===== src/rtl/core/trfr_pkg.sv =====
// Shared types and constants for the ring frame receiver.
// Used by every module under rtl/core except trfr_ram; depends on nothing.
package trfr_pkg;

    localparam int MAX_PAYLOAD   = 16;
    localparam int SIZE_W        = 5;
    localparam int PAYLOAD_DEPTH = 2 * MAX_PAYLOAD;
    localparam int PAYLOAD_AW    = $clog2(PAYLOAD_DEPTH);
    localparam int QUEUE_DEPTH   = 2;
    localparam int QUEUE_PTR_W   = $clog2(QUEUE_DEPTH);
    localparam int QUEUE_CNT_W   = $clog2(QUEUE_DEPTH + 1);

    localparam logic [7:0] START_BYTE = 8'hAA;
    localparam logic [7:0] BROADCAST  = 8'h00;

    localparam logic [2:0] KIND_FWD   = 3'd0;
    localparam logic [2:0] KIND_DELIV = 3'd1;
    localparam logic [2:0] KIND_EMPTY = 3'd2;
    localparam logic [2:0] KIND_CKERR = 3'd3;
    localparam logic [2:0] KIND_OVER  = 3'd4;

    typedef enum logic [1:0] {
        JOB_FRAME,
        JOB_CKERR,
        JOB_OVER
    } job_kind_t;

    typedef struct packed {
        job_kind_t         jkind;
        logic              fwd;
        logic              deliv;
        logic              uses_bank;
        logic              bank;
        logic [7:0]        src;
        logic [7:0]        dst;
        logic [SIZE_W-1:0] size;
        logic [7:0]        chk;
    } job_t;

    typedef struct packed {
        logic valid;
        logic bank;
    } release_t;

    // payload buffer is split in two banks of MAX_PAYLOAD bytes
    function automatic logic [PAYLOAD_AW-1:0] payload_addr(input logic bank,
                                                           input logic [SIZE_W-1:0] idx);
        logic [PAYLOAD_AW-1:0] base;
        base = bank ? PAYLOAD_AW'(MAX_PAYLOAD) : '0;
        return PAYLOAD_AW'(idx) + base;
    endfunction

endpackage


===== src/rtl/core/token_ring_frame_receiver_core.sv =====
// Ring node frame receiver, top level.
// Input: one received byte per transaction on in_valid/in_stall/rx_byte.
// Output: results on out_valid/out_stall with kind, out_byte, sender, last;
//   last marks the final result caused by one input byte.
// Config: cfg_valid/cfg_ready writes device_address (always ready); write only when idle.
// The parser takes one byte per cycle while in_stall is low. A checksum byte (or an
// oversized size byte) may queue a job (two deep) for the replay sequencer, which emits
// one status result per job, or a forwarded frame and/or delivered payload. Header,
// checksum, status and empty-delivery results come straight from the job; each payload
// byte takes a read state for the registered read of the payload RAM, then an emit state.
// The payload RAM holds two banks; a new frame's payload byte is stalled only while
// its bank is still queued or being replayed, and the size or checksum byte stalls while the
// job queue is full. When the output is stalled the result is held in the output
// register and the sequencer waits. Reset returns to idle (waiting for start byte
// 0xAA), empties the queue and sets the address to 1; no clearing pass is needed.
// Depends on trfr_pkg, trfr_front, trfr_job_queue, trfr_back, trfr_ram.
module token_ring_frame_receiver_core (
    input  logic       clk,
    input  logic       rst_n,
    input  logic       in_valid,
    output logic       in_stall,
    input  logic [7:0] rx_byte,
    output logic       out_valid,
    input  logic       out_stall,
    output logic [2:0] kind,
    output logic [7:0] out_byte,
    output logic [7:0] sender,
    output logic       last,
    input  logic       cfg_valid,
    output logic       cfg_ready,
    input  logic [6:0] device_address
);

    logic                            q_full;
    logic                            q_not_empty;
    logic                            push;
    logic                            pop;
    trfr_pkg::job_t                  push_job;
    trfr_pkg::job_t                  q_head;
    trfr_pkg::release_t              rel;
    logic                            ram_we;
    logic [trfr_pkg::PAYLOAD_AW-1:0] ram_waddr;
    logic [7:0]                      ram_wdata;
    logic                            ram_re;
    logic [trfr_pkg::PAYLOAD_AW-1:0] ram_raddr;
    logic [7:0]                      ram_rdata;

    trfr_front u_front (
        .clk            (clk),
        .rst_n          (rst_n),
        .in_valid       (in_valid),
        .in_stall       (in_stall),
        .rx_byte        (rx_byte),
        .cfg_valid      (cfg_valid),
        .cfg_ready      (cfg_ready),
        .device_address (device_address),
        .q_full         (q_full),
        .push           (push),
        .push_job       (push_job),
        .rel            (rel),
        .ram_we         (ram_we),
        .ram_waddr      (ram_waddr),
        .ram_wdata      (ram_wdata)
    );

    trfr_job_queue u_queue (
        .clk       (clk),
        .rst_n     (rst_n),
        .push      (push),
        .push_job  (push_job),
        .full      (q_full),
        .pop       (pop),
        .not_empty (q_not_empty),
        .head      (q_head)
    );

    trfr_ram #(
        .WIDTH (8),
        .DEPTH (trfr_pkg::PAYLOAD_DEPTH)
    ) u_payload_ram (
        .clk   (clk),
        .we    (ram_we),
        .waddr (ram_waddr),
        .wdata (ram_wdata),
        .re    (ram_re),
        .raddr (ram_raddr),
        .rdata (ram_rdata)
    );

    trfr_back u_back (
        .clk         (clk),
        .rst_n       (rst_n),
        .q_not_empty (q_not_empty),
        .q_head      (q_head),
        .pop         (pop),
        .rel         (rel),
        .ram_re      (ram_re),
        .ram_raddr   (ram_raddr),
        .ram_rdata   (ram_rdata),
        .out_valid   (out_valid),
        .out_stall   (out_stall),
        .kind        (kind),
        .out_byte    (out_byte),
        .sender      (sender),
        .last        (last)
    );

endmodule


===== src/rtl/core/trfr_ram.sv =====
// Generic simple dual-port RAM: one write port, one read port with registered data.
// No dependencies.
module trfr_ram #(
    parameter int WIDTH = 8,
    parameter int DEPTH = 32
) (
    input  logic                     clk,
    input  logic                     we,
    input  logic [$clog2(DEPTH)-1:0] waddr,
    input  logic [WIDTH-1:0]         wdata,
    input  logic                     re,
    input  logic [$clog2(DEPTH)-1:0] raddr,
    output logic [WIDTH-1:0]         rdata
);

    logic [WIDTH-1:0] mem_reg [DEPTH];
    logic [WIDTH-1:0] rdata_reg;

    always_ff @(posedge clk)
    begin
        if (we)
        begin
            mem_reg[waddr] <= wdata;
        end
        if (re)
        begin
            rdata_reg <= mem_reg[raddr];
        end
    end

    assign rdata = rdata_reg;

endmodule


===== src/rtl/core/trfr_front.sv =====
// Front end: frame parser, checksum, address register and payload bank control.
// Depends on trfr_pkg; writes the payload RAM and pushes jobs into trfr_job_queue.
module trfr_front (
    input  logic                            clk,
    input  logic                            rst_n,
    input  logic                            in_valid,
    output logic                            in_stall,
    input  logic [7:0]                      rx_byte,
    input  logic                            cfg_valid,
    output logic                            cfg_ready,
    input  logic [6:0]                      device_address,
    input  logic                            q_full,
    output logic                            push,
    output trfr_pkg::job_t                  push_job,
    input  trfr_pkg::release_t              rel,
    output logic                            ram_we,
    output logic [trfr_pkg::PAYLOAD_AW-1:0] ram_waddr,
    output logic [7:0]                      ram_wdata
);

    typedef enum logic [2:0] {
        P_IDLE,
        P_SRC,
        P_DST,
        P_SIZE,
        P_DATA,
        P_CHK
    } phase_t;

    phase_t                      phase_reg, phase_next;
    logic [7:0]                  src_reg, src_next;
    logic [7:0]                  dst_reg, dst_next;
    logic [trfr_pkg::SIZE_W-1:0] size_reg, size_next;
    logic [trfr_pkg::SIZE_W-1:0] fill_reg, fill_next;
    logic [7:0]                  csum_reg, csum_next;
    logic                        bank_reg, bank_next;
    logic [1:0]                  busy_reg, busy_next;
    logic [6:0]                  addr_reg;

    logic       accept;
    logic [7:0] my_addr;
    logic       is_fwd;
    logic       is_deliv;

    assign cfg_ready = 1'b1;
    assign in_stall  = ((phase_reg == P_DATA) && busy_reg[bank_reg])
                     || (((phase_reg == P_SIZE) || (phase_reg == P_CHK)) && q_full);
    assign accept    = in_valid && !in_stall;

    assign my_addr  = {1'b0, addr_reg};
    assign is_fwd   = (src_reg != my_addr) && (dst_reg != my_addr);
    assign is_deliv = (dst_reg == trfr_pkg::BROADCAST) || (dst_reg == my_addr);

    assign ram_we    = accept && (phase_reg == P_DATA);
    assign ram_waddr = trfr_pkg::payload_addr(bank_reg, fill_reg);
    assign ram_wdata = rx_byte;

    always_comb
    begin
        phase_next = phase_reg;
        src_next   = src_reg;
        dst_next   = dst_reg;
        size_next  = size_reg;
        fill_next  = fill_reg;
        csum_next  = csum_reg;
        bank_next  = bank_reg;
        busy_next  = busy_reg;
        push       = 1'b0;
        push_job   = '0;
        push_job.src   = src_reg;
        push_job.dst   = dst_reg;
        push_job.size  = size_reg;
        push_job.chk   = rx_byte;
        push_job.bank  = bank_reg;
        push_job.jkind = trfr_pkg::JOB_FRAME;

        if (rel.valid)
        begin
            busy_next[rel.bank] = 1'b0;
        end

        if (accept)
        begin
            case (phase_reg)
                P_SRC:
                begin
                    src_next   = rx_byte;
                    csum_next  = rx_byte;
                    phase_next = P_DST;
                end
                P_DST:
                begin
                    dst_next   = rx_byte;
                    csum_next  = csum_reg ^ rx_byte;
                    phase_next = P_SIZE;
                end
                P_SIZE:
                begin
                    csum_next = csum_reg ^ rx_byte;
                    size_next = rx_byte[trfr_pkg::SIZE_W-1:0];
                    fill_next = '0;
                    if (rx_byte > 8'(trfr_pkg::MAX_PAYLOAD))
                    begin
                        push           = 1'b1;
                        push_job.jkind = trfr_pkg::JOB_OVER;
                        phase_next     = P_IDLE;
                    end
                    else if (rx_byte == 8'd0)
                    begin
                        phase_next = P_CHK;
                    end
                    else
                    begin
                        phase_next = P_DATA;
                    end
                end
                P_DATA:
                begin
                    csum_next = csum_reg ^ rx_byte;
                    fill_next = fill_reg + 1'b1;
                    if (fill_next >= size_reg)
                    begin
                        phase_next = P_CHK;
                    end
                end
                P_CHK:
                begin
                    phase_next = P_IDLE;
                    if (rx_byte != csum_reg)
                    begin
                        push           = 1'b1;
                        push_job.jkind = trfr_pkg::JOB_CKERR;
                    end
                    else if (is_fwd || is_deliv)
                    begin
                        push               = 1'b1;
                        push_job.fwd       = is_fwd;
                        push_job.deliv     = is_deliv;
                        push_job.uses_bank = (size_reg != '0);
                        if (size_reg != '0)
                        begin
                            // bank stays owned by the back end until its replay ends
                            busy_next[bank_reg] = 1'b1;
                            bank_next           = !bank_reg;
                        end
                    end
                end
                default:
                begin
                    if (rx_byte == trfr_pkg::START_BYTE)
                    begin
                        phase_next = P_SRC;
                        fill_next  = '0;
                        csum_next  = '0;
                    end
                    else
                    begin
                        phase_next = P_IDLE;
                    end
                end
            endcase
        end
    end

    always_ff @(posedge clk or negedge rst_n)
    begin
        if (!rst_n)
        begin
            phase_reg <= P_IDLE;
            src_reg   <= '0;
            dst_reg   <= '0;
            size_reg  <= '0;
            fill_reg  <= '0;
            csum_reg  <= '0;
            bank_reg  <= 1'b0;
            busy_reg  <= '0;
            addr_reg  <= 7'd1;
        end
        else
        begin
            phase_reg <= phase_next;
            src_reg   <= src_next;
            dst_reg   <= dst_next;
            size_reg  <= size_next;
            fill_reg  <= fill_next;
            csum_reg  <= csum_next;
            bank_reg  <= bank_next;
            busy_reg  <= busy_next;
            if (cfg_valid && cfg_ready)
            begin
                addr_reg <= device_address;
            end
        end
    end

endmodule


===== src/rtl/core/trfr_job_queue.sv =====
// Short FIFO of frame jobs between parser and replay sequencer.
// Depends on trfr_pkg for the job type and depth.
module trfr_job_queue (
    input  logic           clk,
    input  logic           rst_n,
    input  logic           push,
    input  trfr_pkg::job_t push_job,
    output logic           full,
    input  logic           pop,
    output logic           not_empty,
    output trfr_pkg::job_t head
);

    trfr_pkg::job_t                   slot_reg [trfr_pkg::QUEUE_DEPTH];
    logic [trfr_pkg::QUEUE_PTR_W-1:0] wptr_reg, wptr_next;
    logic [trfr_pkg::QUEUE_PTR_W-1:0] rptr_reg, rptr_next;
    logic [trfr_pkg::QUEUE_CNT_W-1:0] cnt_reg, cnt_next;

    localparam logic [trfr_pkg::QUEUE_PTR_W-1:0] PTR_LAST =
        trfr_pkg::QUEUE_PTR_W'(trfr_pkg::QUEUE_DEPTH - 1);

    assign full      = (cnt_reg == trfr_pkg::QUEUE_CNT_W'(trfr_pkg::QUEUE_DEPTH));
    assign not_empty = (cnt_reg != '0);
    assign head      = slot_reg[rptr_reg];

    always_comb
    begin
        wptr_next = wptr_reg;
        rptr_next = rptr_reg;
        cnt_next  = cnt_reg;
        if (push)
        begin
            wptr_next = (wptr_reg == PTR_LAST) ? '0 : wptr_reg + 1'b1;
        end
        if (pop)
        begin
            rptr_next = (rptr_reg == PTR_LAST) ? '0 : rptr_reg + 1'b1;
        end
        if (push && !pop)
        begin
            cnt_next = cnt_reg + 1'b1;
        end
        else if (pop && !push)
        begin
            cnt_next = cnt_reg - 1'b1;
        end
    end

    always_ff @(posedge clk)
    begin
        if (push)
        begin
            slot_reg[wptr_reg] <= push_job;
        end
    end

    always_ff @(posedge clk or negedge rst_n)
    begin
        if (!rst_n)
        begin
            wptr_reg <= '0;
            rptr_reg <= '0;
            cnt_reg  <= '0;
        end
        else
        begin
            wptr_reg <= wptr_next;
            rptr_reg <= rptr_next;
            cnt_reg  <= cnt_next;
        end
    end

endmodule


===== src/rtl/core/trfr_back.sv =====
// Back end: replays, delivers or reports status, one result per step, into the output register.
// Depends on trfr_pkg; reads the payload RAM and releases banks to trfr_front.
module trfr_back (
    input  logic                            clk,
    input  logic                            rst_n,
    input  logic                            q_not_empty,
    input  trfr_pkg::job_t                  q_head,
    output logic                            pop,
    output trfr_pkg::release_t              rel,
    output logic                            ram_re,
    output logic [trfr_pkg::PAYLOAD_AW-1:0] ram_raddr,
    input  logic [7:0]                      ram_rdata,
    output logic                            out_valid,
    input  logic                            out_stall,
    output logic [2:0]                      kind,
    output logic [7:0]                      out_byte,
    output logic [7:0]                      sender,
    output logic                            last
);

    typedef enum logic [3:0] {
        B_IDLE,
        B_HDR,
        B_FRD,
        B_FEMIT,
        B_FCHK,
        B_DRD,
        B_DEMIT,
        B_DEMPTY,
        B_STAT
    } bstate_t;

    bstate_t                     state_reg, state_next;
    trfr_pkg::job_t              job_reg, job_next;
    logic [trfr_pkg::SIZE_W-1:0] idx_reg, idx_next;
    logic                        ov_reg, ov_next;
    logic [2:0]                  kind_reg, kind_next;
    logic [7:0]                  byte_reg, byte_next;
    logic [7:0]                  sender_reg, sender_next;
    logic                        last_reg, last_next;

    logic out_free;
    logic at_end;

    assign out_free  = !ov_reg || !out_stall;
    assign at_end    = (idx_reg == job_reg.size - 1'b1);
    assign ram_raddr = trfr_pkg::payload_addr(job_reg.bank, idx_reg);
    assign ram_re    = (state_reg == B_FRD) || (state_reg == B_DRD);

    assign out_valid = ov_reg;
    assign kind      = kind_reg;
    assign out_byte  = byte_reg;
    assign sender    = sender_reg;
    assign last      = last_reg;

    always_comb
    begin
        state_next  = state_reg;
        job_next    = job_reg;
        idx_next    = idx_reg;
        ov_next     = ov_reg && out_stall;
        kind_next   = kind_reg;
        byte_next   = byte_reg;
        sender_next = sender_reg;
        last_next   = last_reg;
        pop         = 1'b0;
        rel         = '0;

        case (state_reg)
            B_IDLE:
            begin
                if (q_not_empty)
                begin
                    pop      = 1'b1;
                    job_next = q_head;
                    idx_next = '0;
                    if (q_head.jkind != trfr_pkg::JOB_FRAME)
                    begin
                        state_next = B_STAT;
                    end
                    else if (q_head.fwd)
                    begin
                        state_next = B_HDR;
                    end
                    else if (q_head.size == '0)
                    begin
                        state_next = B_DEMPTY;
                    end
                    else
                    begin
                        state_next = B_DRD;
                    end
                end
            end
            B_HDR:
            begin
                if (out_free)
                begin
                    ov_next     = 1'b1;
                    kind_next   = trfr_pkg::KIND_FWD;
                    sender_next = job_reg.src;
                    last_next   = 1'b0;
                    case (idx_reg[1:0])
                        2'd0:    byte_next = trfr_pkg::START_BYTE;
                        2'd1:    byte_next = job_reg.src;
                        2'd2:    byte_next = job_reg.dst;
                        default: byte_next = 8'(job_reg.size);
                    endcase
                    if (idx_reg[1:0] == 2'd3)
                    begin
                        idx_next   = '0;
                        state_next = (job_reg.size == '0) ? B_FCHK : B_FRD;
                    end
                    else
                    begin
                        idx_next = idx_reg + 1'b1;
                    end
                end
            end
            B_FRD:
            begin
                state_next = B_FEMIT;
            end
            B_FEMIT:
            begin
                if (out_free)
                begin
                    ov_next     = 1'b1;
                    kind_next   = trfr_pkg::KIND_FWD;
                    byte_next   = ram_rdata;
                    sender_next = job_reg.src;
                    last_next   = 1'b0;
                    if (at_end)
                    begin
                        state_next = B_FCHK;
                    end
                    else
                    begin
                        idx_next   = idx_reg + 1'b1;
                        state_next = B_FRD;
                    end
                end
            end
            B_FCHK:
            begin
                if (out_free)
                begin
                    ov_next     = 1'b1;
                    kind_next   = trfr_pkg::KIND_FWD;
                    byte_next   = job_reg.chk;
                    sender_next = job_reg.src;
                    last_next   = !job_reg.deliv;
                    idx_next    = '0;
                    if (!job_reg.deliv)
                    begin
                        rel.valid  = job_reg.uses_bank;
                        rel.bank   = job_reg.bank;
                        state_next = B_IDLE;
                    end
                    else if (job_reg.size == '0)
                    begin
                        state_next = B_DEMPTY;
                    end
                    else
                    begin
                        state_next = B_DRD;
                    end
                end
            end
            B_DRD:
            begin
                state_next = B_DEMIT;
            end
            B_DEMIT:
            begin
                if (out_free)
                begin
                    ov_next     = 1'b1;
                    kind_next   = trfr_pkg::KIND_DELIV;
                    byte_next   = ram_rdata;
                    sender_next = job_reg.src;
                    last_next   = at_end;
                    if (at_end)
                    begin
                        rel.valid  = job_reg.uses_bank;
                        rel.bank   = job_reg.bank;
                        state_next = B_IDLE;
                    end
                    else
                    begin
                        idx_next   = idx_reg + 1'b1;
                        state_next = B_DRD;
                    end
                end
            end
            B_DEMPTY:
            begin
                if (out_free)
                begin
                    ov_next     = 1'b1;
                    kind_next   = trfr_pkg::KIND_EMPTY;
                    byte_next   = '0;
                    sender_next = job_reg.src;
                    last_next   = 1'b1;
                    state_next  = B_IDLE;
                end
            end
            B_STAT:
            begin
                if (out_free)
                begin
                    ov_next     = 1'b1;
                    kind_next   = (job_reg.jkind == trfr_pkg::JOB_OVER)
                                ? trfr_pkg::KIND_OVER : trfr_pkg::KIND_CKERR;
                    byte_next   = '0;
                    sender_next = job_reg.src;
                    last_next   = 1'b1;
                    state_next  = B_IDLE;
                end
            end
            default:
            begin
                state_next = B_IDLE;
            end
        endcase
    end

    always_ff @(posedge clk or negedge rst_n)
    begin
        if (!rst_n)
        begin
            state_reg  <= B_IDLE;
            ov_reg     <= 1'b0;
            job_reg    <= '0;
            idx_reg    <= '0;
            kind_reg   <= '0;
            byte_reg   <= '0;
            sender_reg <= '0;
            last_reg   <= 1'b0;
        end
        else
        begin
            state_reg  <= state_next;
            ov_reg     <= ov_next;
            job_reg    <= job_next;
            idx_reg    <= idx_next;
            kind_reg   <= kind_next;
            byte_reg   <= byte_next;
            sender_reg <= sender_next;
            last_reg   <= last_next;
        end
    end

endmodule


===== config.mk =====
export PLATFORM = sky130hd
export DESIGN_NAME = token_ring_frame_receiver_core
export DESIGN_NICKNAME = d
export VERILOG_FILES = /design/src/rtl/core/trfr_pkg.sv /design/src/rtl/core/token_ring_frame_receiver_core.sv /design/src/rtl/core/trfr_ram.sv /design/src/rtl/core/trfr_front.sv /design/src/rtl/core/trfr_job_queue.sv /design/src/rtl/core/trfr_back.sv
export SDC_FILE = /design/constraint.sdc
export NUM_CORES = 1
export LEC_CHECK = 0
export ABC_AREA = 1
export ABC_CLOCK_PERIOD_IN_PS = 7870
export BUFFER_PORTS_ARGS = -buffer_cell sky130_fd_sc_hd__buf_2
export CORE_AREA = 2 2 242 184
export DETAILED_ROUTE_END_ITERATION = 7
export DIE_AREA = 0 0 244 186
export PLACE_DENSITY_LB_ADDON = 0.3
export SLEW_MARGIN = 25
export SYNTH_ARGS = -nofsm -noshare
export SYNTH_HDL_FRONTEND = slang
export SYNTH_SLANG_ARGS = --single-unit

===== constraint.sdc =====
create_clock -name clk -period 7.87 [get_ports clk]
set_input_delay 1.574 -clock clk [delete_from_list [all_inputs] [get_ports clk]]
set_output_delay 1.574 -clock clk [all_outputs]
set_load 0.02 [all_outputs]

; After elaboration in Yosys (flattened, before gate mapping)
; Memories as Yosys holds them, arrays and structs flattened. A register that Yosys moved wholly into a read port is not among the register bits.
; Cells that the tools add are included.
[word_totals]
register_bits = 115
latch_bits = 0
mem_bits_rw = 326
romBits = 0
input_bits = 20
out_inout_bits = 23
elab_cells = 241
n_memories = 2
[op_classes]
n_addsub = 9
multipliers = 0
div = 0
magnitude_cmp = 6
n_eq_ne = 38
shifts = 0
muxes = 92
bitwise = 7
n_reduce_logical = 60
[memory_table]
columns = name, words, word_bits, read_ports, rd_clocked_by_memory_dff, write_ports, line_no
row1 = u_payload_ram.mem_reg, 32, 8, 1, 1, 1, trfr_ram.sv:16  ; logic [WIDTH-1:0] mem_reg [DEPTH];
row2 = u_queue.slot_reg, 2, 35, 1, 0, 1, trfr_job_queue.sv:14  ; trfr_pkg::job_t slot_reg [trfr_pkg::QUEUE_DEPTH];
[ops]
columns = operator, count
row1 = $mux 5, 10
row2 = $pmux 8 s3, 2
row3 = $mux 4, 10
row4 = $mux 8, 5
row5 = $mux 3, 13
row6 = $pmux 4 s8, 1
row7 = $pmux 8 s4, 1
row8 = $mux 2, 15
row9 = $mux 1, 25
row10 = $ne 2x1->1 const B, 11
row11 = $pmux 5 s4, 1
row12 = $reduce_and 5->1, 4
row13 = $eq 4x3->1 const B, 4
row14 = $logic_not 8->1, 2
row15 = $ne 8x7->1, 2
row16 = $reduce_bool 4->1, 4
row17 = $pmux 3 s5, 1
row18 = $pmux 5 s3, 1
row19 = $pmux 3 s4, 1
row20 = $reduce_and 2->1, 6
row21 = $add 5x1->5 const B, 2
row22 = $add 5x5->5, 2
row23 = $logic_and 1x1->1, 10
row24 = $logic_not 5->1, 2
row25 = 43 further kinds, 77

; Longest topological paths before layout
; Gate-level depths: netlist (run 1).
[logic_depth]
word_depth = 18
ltp_mapped = 16
ltp_nobuf = 16

; Hierarchy
; From an unflattened synthesis (run 1), not the netlist that was laid out.
[unflattened]
hier_cells = 1909
area_unflattened_um2 = 20128.1
[by_module_without_submodules]
columns = mod, n_inst, cells_per_inst, area_per_inst_um2, seq_area_each_um2
row1 = trfr_ram, 1, 922, 10866.7, 7927.6
row2 = trfr_back, 1, 431, 3360.7, 1601.5
row3 = trfr_front, 1, 422, 3017.9, 1177.4
row4 = trfr_job_queue, 1, 134, 2882.8, 2202.1

; Least setup slack after synthesis (run 1)
; Ideal clock, no wire load.
[synth_path]
path_kind = input to register
from = input rx_byte[6]
to = memory u_queue.slot_reg[1][0] (netlist bit), enable pin
setup_time_ns = 0.427
t_arrival_ns = 3.567
required_time_ns = 7.443
path_slack_ns = 3.876
cell_stages = 8
n_path_buf = 0
path_cell_list = inv_1 nand3_1 a21oi_1 nor2_1 a21oi_1 nand2_1 nand2_1 nor2_1
[synth_via]
elab_chain_cells = 6
[synth_rtl]
columns = element, line_no
row1 = "start, declared", token_ring_frame_receiver_core.sv:22  ; input logic [7:0] rx_byte,
row2 = $gt 8x5->1 / $ne 8x8->1 (equally long branches), "trfr_front.sv:102, trfr_front.sv:129"
row3 = "$mux 1, on equally long branches", "trfr_front.sv:102, trfr_front.sv:129"
row4 = $pmux 1 s2 *, trfr_front.sv:84  ; case (phase_reg)
row5 = $mux 1 *, trfr_front.sv:82  ; if (accept)
row6 = $mux 1 *, trfr_job_queue.sv:51  ; if (push)
row7 = $mux 1 (not written as such) *, trfr_job_queue.sv:53  ; slot_reg[wptr_reg] <= push_job;
row8 = "end, declared", trfr_job_queue.sv:14
; Mark *: on every way between the ends. The rest lies on a longest branch, timed or not.

; Final worst setup path (run 1)
[layout_path]
from = input rx_byte[3]
to = memory u_queue.slot_reg[1][18] (netlist bit), enable pin
; The elaborated chain is that of the path after synthesis.

==> impl_metrics.toml, run 1 <==
[global_route]
antenna_found_initial = 1
grt_max_degree = 86
grt_pass1_wl_um = 72170
grt_usage_pct = 20.70
overflow = 0
grt_pass1_vias = 12366

[synth]
yosys-top-cells-area = "edfxtp_1 (52%), dfrtp_1 (15%), nand2_1 (7.3%)"
synth_edf_count = 334
synthDominantCellAreaShare_pct = 52.31
syn_avg_cell_area_sq_um = 10.76
async_flop_share_pct = 25.61
syn-cell-area_sq_um = 19170
synth_nets = 1818
yosysWarningCount = 0
synthDistinctLibCells = 46
netlist_instances = 1781
seq_area_frac_synth_pct = 67.33
yosysTopAreaCell = "edfxtp_1"
ys.flop_type = "edfxtp_1"
synth-seq-cells = 449

[clock_tree]
post_cts_buffers = 0
numCtsBuffers = 45
post_cts_resized = 0
postCtsHoldBufs = 0
root_buffer = "clkbuf_16"
clk_latency_ns = 0.55
clockBufferDepth = 3
tritoncts = "built"
clk_pin_slew_ns = 0.06
htreeDepth = 2
clock_sinks = 449

[setup_path]
reg2regPathDepth = 8
cp-end-kind = "flip-flop"
path_class = "in2reg"
crit_chain = "buf_2 > inv_1 > nand3_1 > a21oi_1 > nor2_1 > a21oi_1 > nand2_1 > nand2_1 > nor2_4 > buf_16"
critical_path_arrival_ns = 3.85
path_max_fanout = 39
worstPathRequired_ns = 8.12
r2r_slack_ns = 4.41
crit_path_top_delay_cell = "buf_2"
slowest_delay_ns = 0.61
start_kind = "input port"

[drt]
via_per_inst = 5.436
drtPass1Iterations = 7
wl_met2_um = 20590
wl_per_cell_um = 19.31
wl_met3_um = 3504
wirelength_um = 46530
drcViolationCount = 0
routed.top_layer = "met5"
drtAntennaViolNets = 0
route.vias.total = 13095
detail_route.iter0.violations = 1597
wl_met1_um = 21520

[floorplanning]
start_util_pct = 44.56
fp-row-count = 66
die_height_um = 186
die_w_um = 244
die_area_sq_um = 45380
io_pins = 43
core_area_sq_um = 43020

[final_layout]
multi_input_area_sq_um = 5519
fill_cells = 3740
diodes = 0
largest_reg_flops = 256
fin_cells = 2409
synthToLayoutAreaGrowth_pct = 10.78
layout-drive-gt1-share_pct = 8.465
regArea_sq_um = 12910
fin_nets = 1834

[timing]
period_share_pct = 45.80
slew_headroom_pct = 30.74
fin_skew_ns = 0.02089
grt_setup_unrepaired = "false"
setup-violations-final = 0
tightest_slew_ns = 1.033
fin_setup_tns_ns = 0
fmax_ghz = 0.2775
slew_viol_final = 0
hold_viol = 0
fin_crit_ns = 3.604

[pwr]
p_int_mw = 4.469
power_density_nw_per_um2 = 317.9
pwr-share-seq_pct = 45.2
swShare_pct = 33.80
pwr-share-clk_pct = 30.2
max-vdd-ir-drop_mv = 0.1733
power.leakage_nw = 8.095
pwr-share-comb_pct = 24.6
p_switching_mw = 2.282

[placement]
port_buffers = 41
gp_congestion = 0.8954
dp_hpwl_um = 28830
dp_cells = 2327

[status]
status = "completed"

[run]
maxCapViolations = 0

[worst_hold_path]
hold_depth = 2
hold_path_class = "reg2reg"
==> critical path, delay by kind of cell <==
kind / cells / cell delay [ns]
compound gates: 2 / 0.18
buf+inv: 3 / 1.05
simple gates: 5 / 1.02
==> synth_stat cells, types with 3 or more instances <==
library cell and number:
dfrtp_1 114, nand3_1 65, o21ai_0 180, buf_2 16
clkbuf_1 52, a211oi_1 8, a31oi_1 7, o21a_1 7
xnor2_1 12, or2_2 3, inv_2 6, nand2_2 7
nand2_1 372, nor2_2 3, nand4_1 9, nor3_1 18
ha_1 17, xor2_1 7, nor2_1 268, a22oi_1 6
buf_1 6, edfxtp_1 334, buf_4 5, inv_1 93
o31ai_1 37, clkinv_1 3, o21ai_2 9, buf_6 3
a21oi_1 36, o22ai_1 59
==> through the flow <==
stage          power [mW]  hold WS (ns)  cell area (sq um)  setup slack (ns)  utilization (%)
2_1_floorplan       4.201        0.4349              19170             3.876                -
3_3_place_gp        4.714        0.4520              19820             3.602            46.06
3_5_place_dp        4.743        0.4642              19820             3.546            46.06
4_1_cts             6.774        0.4763              21210             4.086            49.30
5_1_grt             7.120        0.4878              21240             4.072            49.37
6_report            6.751        0.4717              21240             4.266            49.37
==> kinds of logic after synthesis <==
logic type | synth area share [%]
adder cells (fa/ha/maj) | 1.109
other | 0.01956
XOR/XNOR | 0.8680
buffers and inverters | 3.922
AND/OR/NAND/NOR | 16.02
flip-flops | 67.33
AO/OA/AOI/OAI | 10.74
==> routing by layer <==
metal | vias to the layer above | global-route usage [%]
li1 | 6203 | -
met1 | 6358 | 31.00
met2 | 473 | 31.26
met3 | 59 | 3.604
met4 | 2 | 5.366
met5 | - | 0
==> path summary, 6_finish.rpt <==
path                                            to                 from
max                        u_queue.slot_reg[1][18]           rx_byte[3]
min reg2reg                    u_front.busy_reg[1]  u_front.busy_reg[1]
max in group asynchronous     u_front.phase_reg[2]                rst_n
max reg2reg                 u_payload_ram.rdata[0]    u_back.idx_reg[0]
min                            u_front.busy_reg[1]  u_front.busy_reg[1]
min in group asynchronous         u_back.sender[7]                rst_n
==> power groups by stage <==
stage               Clock (mW)  Sequential, mW  Combinational (mW)
finish                    2.04            3.05                1.66
global route              2.17            3.08                1.87
CTS                       2.07            3.05                1.65
detailed placement           0            3.09                1.65
global placement             0            3.09                1.62
floorplan                    0            3.03                1.17
==> placed cells by master, fill, tap and decap left out, types with 9 or more instances in the layout <==
cell | synthesis | layout
inv_1 | 93 | 92
ha_1 | 17 | 17
o21ai_2 | 9 | 9
dfrtp_1 | 114 | 112
clkbuf_1 | 52 | 16
o22ai_1 | 59 | 59
xnor2_1 | 12 | 12
edfxtp_1 | 334 | 334
o21ai_0 | 180 | 180
o31ai_1 | 37 | 37
buf_2 | 16 | 40
nand3_1 | 65 | 65
nor2_1 | 268 | 267
nand2_1 | 372 | 372
nor3_1 | 18 | 18
buf_4 | 5 | 10
clkbuf_16 | 0 | 46
nand4_1 | 9 | 9
a21oi_1 | 36 | 36
==> layout make-up <==
cell class | count | share of cell area [%]
well taps | 578 | 3.405
clock inverters | 16 | 0.6775
flip-flops and latches | 449 | 60.80
clock buffers | 65 | 5.897
inverters | 102 | 1.809
repair buffers | 51 | 1.426
multi-input cells | 1148 | 25.99
Note: power is estimated with default switching activity, not from simulation.
==> run 2: changes to the inputs <==
ABC_AREA = 0   (was 1)
ABC_CLOCK_PERIOD_IN_PS = 3800   (was 7870)
CORE_AREA = 2 2 239 182   (was 2 2 242 184)
DIE_AREA = 0 0 241 184   (was 0 0 244 186)
clock period = 3.8 ns   (was 7.87 ns; I/O delays follow)
==> impl_metrics.toml, run 2 <==
[clock_tree]
clock_sinks = 449
numCtsBuffers = 45
post_cts_resized = 0
tritoncts = "built"
clk_pin_slew_ns = 0.06
postCtsHoldBufs = 0
clockBufferDepth = 3
post_cts_buffers = 0
htreeDepth = 2
root_buffer = "clkbuf_16"
clk_latency_ns = 0.57

[placement]
place_ws_ns = 0.6940
gp_congestion = 0.8442
port_buffers = 41
dp_hpwl_um = 27840
postPlaceCellArea_sq_um = 19810

[timing]
grt_setup_unrepaired = "false"
worst_slack_ns = 0.8233
setup-violations-final = 0
slew_headroom_pct = 32.19
fin_skew_ns = 0.02653
fin_crit_ns = 2.977
slew_viol_final = 0
period_share_pct = 78.33
holdWs_ns = 0.2476
hold_viol = 0
fmax_ghz = 0.3359
fin_setup_tns_ns = 0
tightest_slew_ns = 1.017

[final_layout]
final_common_cell = "edfxtp_1"
layout-drive-gt1-share_pct = 23.15
diodes = 0
fin_nets = 1258
final_cell_mix = "edfxtp_1 (334), dfrtp_1 (111), nor2_1 (92)"
fill_cells = 3473
utilization_pct = 50.77
largest_reg_flops = 256
postLayoutCellArea_sq_um = 21220
synthToLayoutAreaGrowth_pct = 13.42

[setup_path]
crit_chain = "nand2b_1 > mux2_2 > o22ai_1 > buf_2"
slowest_delay_ns = 0.50
crit_path_top_delay_cell = "dfrtp_1"
worstPathRequired_ns = 3.04
cp-end-kind = "output pin"
path_max_fanout = 6
reg2reg_from = "u_back.idx_reg[0]"
r2r_end = "u_payload_ram.rdata[2]"
critical_path_arrival_ns = 2.22
path_class = "reg2out"
start_kind = "flip-flop"
reg2regPathDepth = 4
r2r_slack_ns = 0.83

[drt]
wl_per_cell_um = 23.18
wirelength_um = 42330
drtPass1Iterations = 5
drtAntennaViolNets = 0
route.vias.total = 10294
drcViolationCount = 0
via_per_inst = 5.637
detail_route.iter0.violations = 1213

[run]
maxCapViolations = 0

[synth]
synth_edf_count = 334
synth_nets = 1184
yosysTopAreaCell = "edfxtp_1"
yosys-top-cells-area = "edfxtp_1 (54%), dfrtp_1 (15%), mux4_2 (9.6%)"
syn_avg_cell_area_sq_um = 16.31
yosysWarningCount = 0
synth_most_common_cell = "edfxtp_1"
synthDominantCellAreaShare_pct = 53.60
synthDistinctLibCells = 69
netlist_instances = 1147
synth-seq-cells = 449
async_flop_share_pct = 25.61
ys_top_cells_by_count = "edfxtp_1 (334), dfrtp_1 (114), nor2_1 (92), mux4_2 (80)"
seq_area_frac_synth_pct = 68.99
ys.flop_type = "edfxtp_1"
syn-cell-area_sq_um = 18710

[global_route]
grt_usage_pct = 19.53
grt_max_degree = 70
grt_pass1_wl_um = 63860
grt_pass1_vias = 10034
overflow = 0
antenna_found_initial = 1

[floorplanning]
die_area_sq_um = 44340
core_area_sq_um = 41800
die_w_um = 241
io_pins = 43
die_height_um = 184
fp-row-count = 65
start_util_pct = 44.76

[status]
status = "completed"

[pwr]
max-vdd-ir-drop_mv = 0.3913
power.leakage_nw = 7.407
power_density_nw_per_um2 = 644.7

[worst_hold_path]
hold_path_class = "in2async"
-- run 2: changes by cell type after synthesis, moves of 24 or more --
cell	delta
inv_1	-69
mux2_2	+42
mux2i_1	+38
mux4_2	+80
nand2_1	-323
nand3_1	-52
nor2_1	-176
o21ai_0	-135
o22ai_1	-55
o31ai_1	-33
xor2_1	+24
-- run 2: power by group --
| group | internal, mW | total, mW | switching, mW |
|---|---|---|---|
| clock network | 2.42 | 4.27 | 1.84 |
| registers | 5.78 | 6.46 | 0.678 |
| logic | 1.37 | 2.96 | 1.58 |
| total | 9.58 | 13.7 | 4.10 |
-- run 2: cell families after synthesis --
group	synth area share, %
xor+xnor	1.999
compound gates	6.333
mux	14.19
flops	68.99
fa+ha+maj	1.137
simple gates	5.363
other cells	0.02004
buf+inv	1.966
-- run 2: metrics by stage --
stage / instances / total power, mW
after CTS: 1826 / 13.77
after detailed placement: 1743 / 9.502
after global placement: 1743 / 9.439
final: 1826 / 13.68
after floorplan: 1147 / 8.527
after global routing: 1826 / 14.34
-- run 2: cell type report --
class,instances,area [sq um],share of cell area [%]
clock buffers,59,1189,5.601
inverters,24,90.09,0.4245
multi-input cells,611,5453,25.69
repair buffers,90,638.1,3.007
clock inverters,24,225.2,1.061
flip-flops and latches,449,12910,60.86
well taps,569,711.9,3.355
-- run 2: routing by layer --
metal | part of all wire (%) | GRT usage [%] | wire, um | vias to the layer above
met2 | 43 | 27.18 | 18040 | 292
met3 | 6.1 | 4.535 | 2600 | 51
li1 | - | - | - | 4601
met1 | 50 | 31.22 | 21130 | 5350
met4 | 1.3 | 3.852 | 559 | 0
met5 | 0 | 0 | 0 | -
-- run 2: worst max-delay path by stage --
stage / from / endpoint / slack (ns) / cells past startpoint
2_1_floorplan: rx_byte[0] / u_queue.slot_reg[0][0] / 0.46 / 7
3_3_place_gp: rx_byte[5] / u_queue.slot_reg[0][20] / 0.73 / 8
3_5_place_dp: rx_byte[5] / u_queue.slot_reg[0][22] / 0.69 / 8
4_1_cts: u_back.idx_reg[0] / u_payload_ram.rdata[2] / 0.81 / 4
5_1_grt: u_back.idx_reg[0] / u_back.state_reg[3] / 0.57 / 8
6_report: u_queue.cnt_reg[0] / in_stall / 0.82 / 4
-- run 2: worst max-delay path: cells and delay by family (launching register included) --
family | cells | cell delay [ns]
flip-flops | 1 | 0.50
AND/OR/NAND/NOR | 1 | 0.31
AO/OA/AOI/OAI | 1 | 0.28
multiplexers | 1 | 0.35
buffers and inverters | 1 | 0.23
==> run 3: changes to the inputs <==
ABC_CLOCK_PERIOD_IN_PS = 2500   (was 3800)
clock period = 2.5 ns   (was 3.8 ns; I/O delays follow)
==> impl_metrics.toml, run 3 (synthesized netlist as in run 2, its figures left out) <==
[status]
status = "completed"

[setup_path]
r2r_slack_ns = 0.04
critPathTopFamily = "simple AND/OR/NAND/NOR gates"
cp-end-kind = "flip-flop"
crit_path_top_delay_cell = "dfrtp_1"
path_class = "reg2reg"
crit_chain = "buf_6 > xor2_2 > nor4_2 > a31oi_1 > nor2b_4 > a221oi_4 > buf_6 > and2_4 > clkbuf_16"
start_kind = "flip-flop"
critical_path_arrival_ns = 2.72
path_max_fanout = 6
slowest_delay_ns = 0.40
cp_num_buf_inv = 3
crit_path_frequent_cell = "buf_6"
worstPathRequired_ns = 2.76

[clock_tree]
root_buffer = "clkbuf_16"
clockBufferDepth = 3
clk_latency_ns = 0.55
clock_sinks = 449
tritoncts = "built"
clk_pin_slew_ns = 0.06
htreeDepth = 2
numCtsBuffers = 44

[placement]
dp_hpwl_um = 28980
gp_congestion = 0.8447
dp_cells = 1831
port_buffers = 41

[floorplanning]
die_area_sq_um = 44340
die_w_um = 241
io_pins = 43
die_height_um = 184
core_area_sq_um = 41800
fp-row-count = 65
start_util_pct = 44.76

[drt]
wirelength_um = 43150
wl_per_cell_um = 22.44
route.vias.total = 10624
drtAntennaViolNets = 0
detail_route.iter0.violations = 1157
via_per_inst = 5.525
drtPass1Iterations = 6
drcViolationCount = 0

[global_route]
overflow = 0
grt_pass1_wl_um = 64470
grt_max_degree = 70
grt_usage_pct = 19.76
grt_pass1_vias = 10350
antenna_found_initial = 0

[pwr]
power.leakage_nw = 7.966
power_density_nw_per_um2 = 963.4
totalPowerFinal_mw = 21.37
max-vdd-ir-drop_mv = 0.5457

[final_layout]
fill_cells = 3376
diodes = 0
fin_nets = 1361
synthToLayoutAreaGrowth_pct = 18.54
final_common_cell = "edfxtp_1"
layout-drive-gt1-share_pct = 29.69
largest_reg_flops = 256
utilization_pct = 53.06
final_cell_mix = "edfxtp_1 (334), buf_4 (133), dfrtp_1 (111)"
fin_cells = 1923

[timing]
hold_viol = 0
period_share_pct = 98.43
setup-violations-final = 0
grt_setup_unrepaired = "true"
fin_skew_ns = 0.01526
slew_headroom_pct = 53.17
tightest_slew_ns = 0.6960
slew_viol_final = 0
fmax_ghz = 0.4064
fin_crit_ns = 2.461

[worst_hold_path]
hold_path_class = "in2reg"

[run]
maxCapViolations = 0
[run 3: cell count changes in the layout (fill, tap and decap cells not counted), sizes merged]
cell,before,now
buf,90,190
clkinv,18,13
clkbuf,59,56
clkinvlp,1,4
bufinv,3,4
dlygate4sd3,0,1
inv,26,25
nor2b,10,11
[run 3: worst paths after layout]
check                                           to  depth (start not counted)               start
max reg2reg                u_queue.slot_reg[1][12]                          9  u_front.dst_reg[5]
max in group asynchronous         u_queue.rptr_reg                          3               rst_n
min                            u_front.addr_reg[1]                          2   device_address[1]
min reg2reg                            u_back.last                          2         u_back.last
max                        u_queue.slot_reg[1][12]                          9  u_front.dst_reg[5]
min in group asynchronous        u_back.idx_reg[1]                          2               rst_n
[run 3: repair_timing]
item / CTS / global route
cloned: 1 / 5
setup buffers: 5 / 4
resized for setup: 2 / 13
hold buffers: 1 / 0
pin swaps: 1 / 1
endpoints found under the hold margin: 32 / 0
setup endpoints to repair: 36 / 75
[run 3: layer usage]
layer  GRT usage, %  up-vias  part of all wire (%)
li1               -     4810                     -
met1          31.44     5422                    48
met2          27.98      339                    44
met3          4.219       53                   7.0
met4          3.852        0                   1.4
met5              0        -                     0
[run 3: power breakdown]
group	switching (mW)	total, mW	leakage, nW	internal, mW
clock	2.71	6.44	0.667	3.73
sequential	0.610	9.40	4.37	8.79
combinational	2.98	5.52	2.93	2.54
[run 3: final cells by class]
class | count | area (sq um) | area share, %
Tap cell | 569 | 711.9 | 3.210
Inverter | 24 | 90.09 | 0.4062
Timing Repair Buffer | 193 | 1550 | 6.990
Clock buffer | 54 | 1170 | 5.275
Sequential cell | 449 | 12910 | 58.23
Clock inverter | 22 | 219.0 | 0.9872
Multi-Input combinational cell | 612 | 5523 | 24.90
[run 3: worst reg2reg max path, cell delays in order (launching register included)]
cell,delay [ns]
dfrtp_1,0.40
buf_6,0.13
xor2_2,0.14
nor4_2,0.28
a31oi_1,0.15
nor2b_4,0.16
a221oi_4,0.32
buf_6,0.16
and2_4,0.24
clkbuf_16,0.19
[run 3: metrics by stage]
stage | hold WS, ns | setup TNS (ns) | instance area, sq um | worst slack (ns)
floorplan | 0.2044 | -3.212 | 18760 | -0.08837
global route | 0.1767 | -2.312 | 22180 | -0.08146
global placement | 0.4581 | -21.37 | 20520 | -0.4342
detailed placement | 0.4619 | -22.39 | 20520 | -0.4573
CTS | 0.1667 | 0 | 22010 | 0.01475
finish | 0.1934 | 0 | 22180 | 0.03926
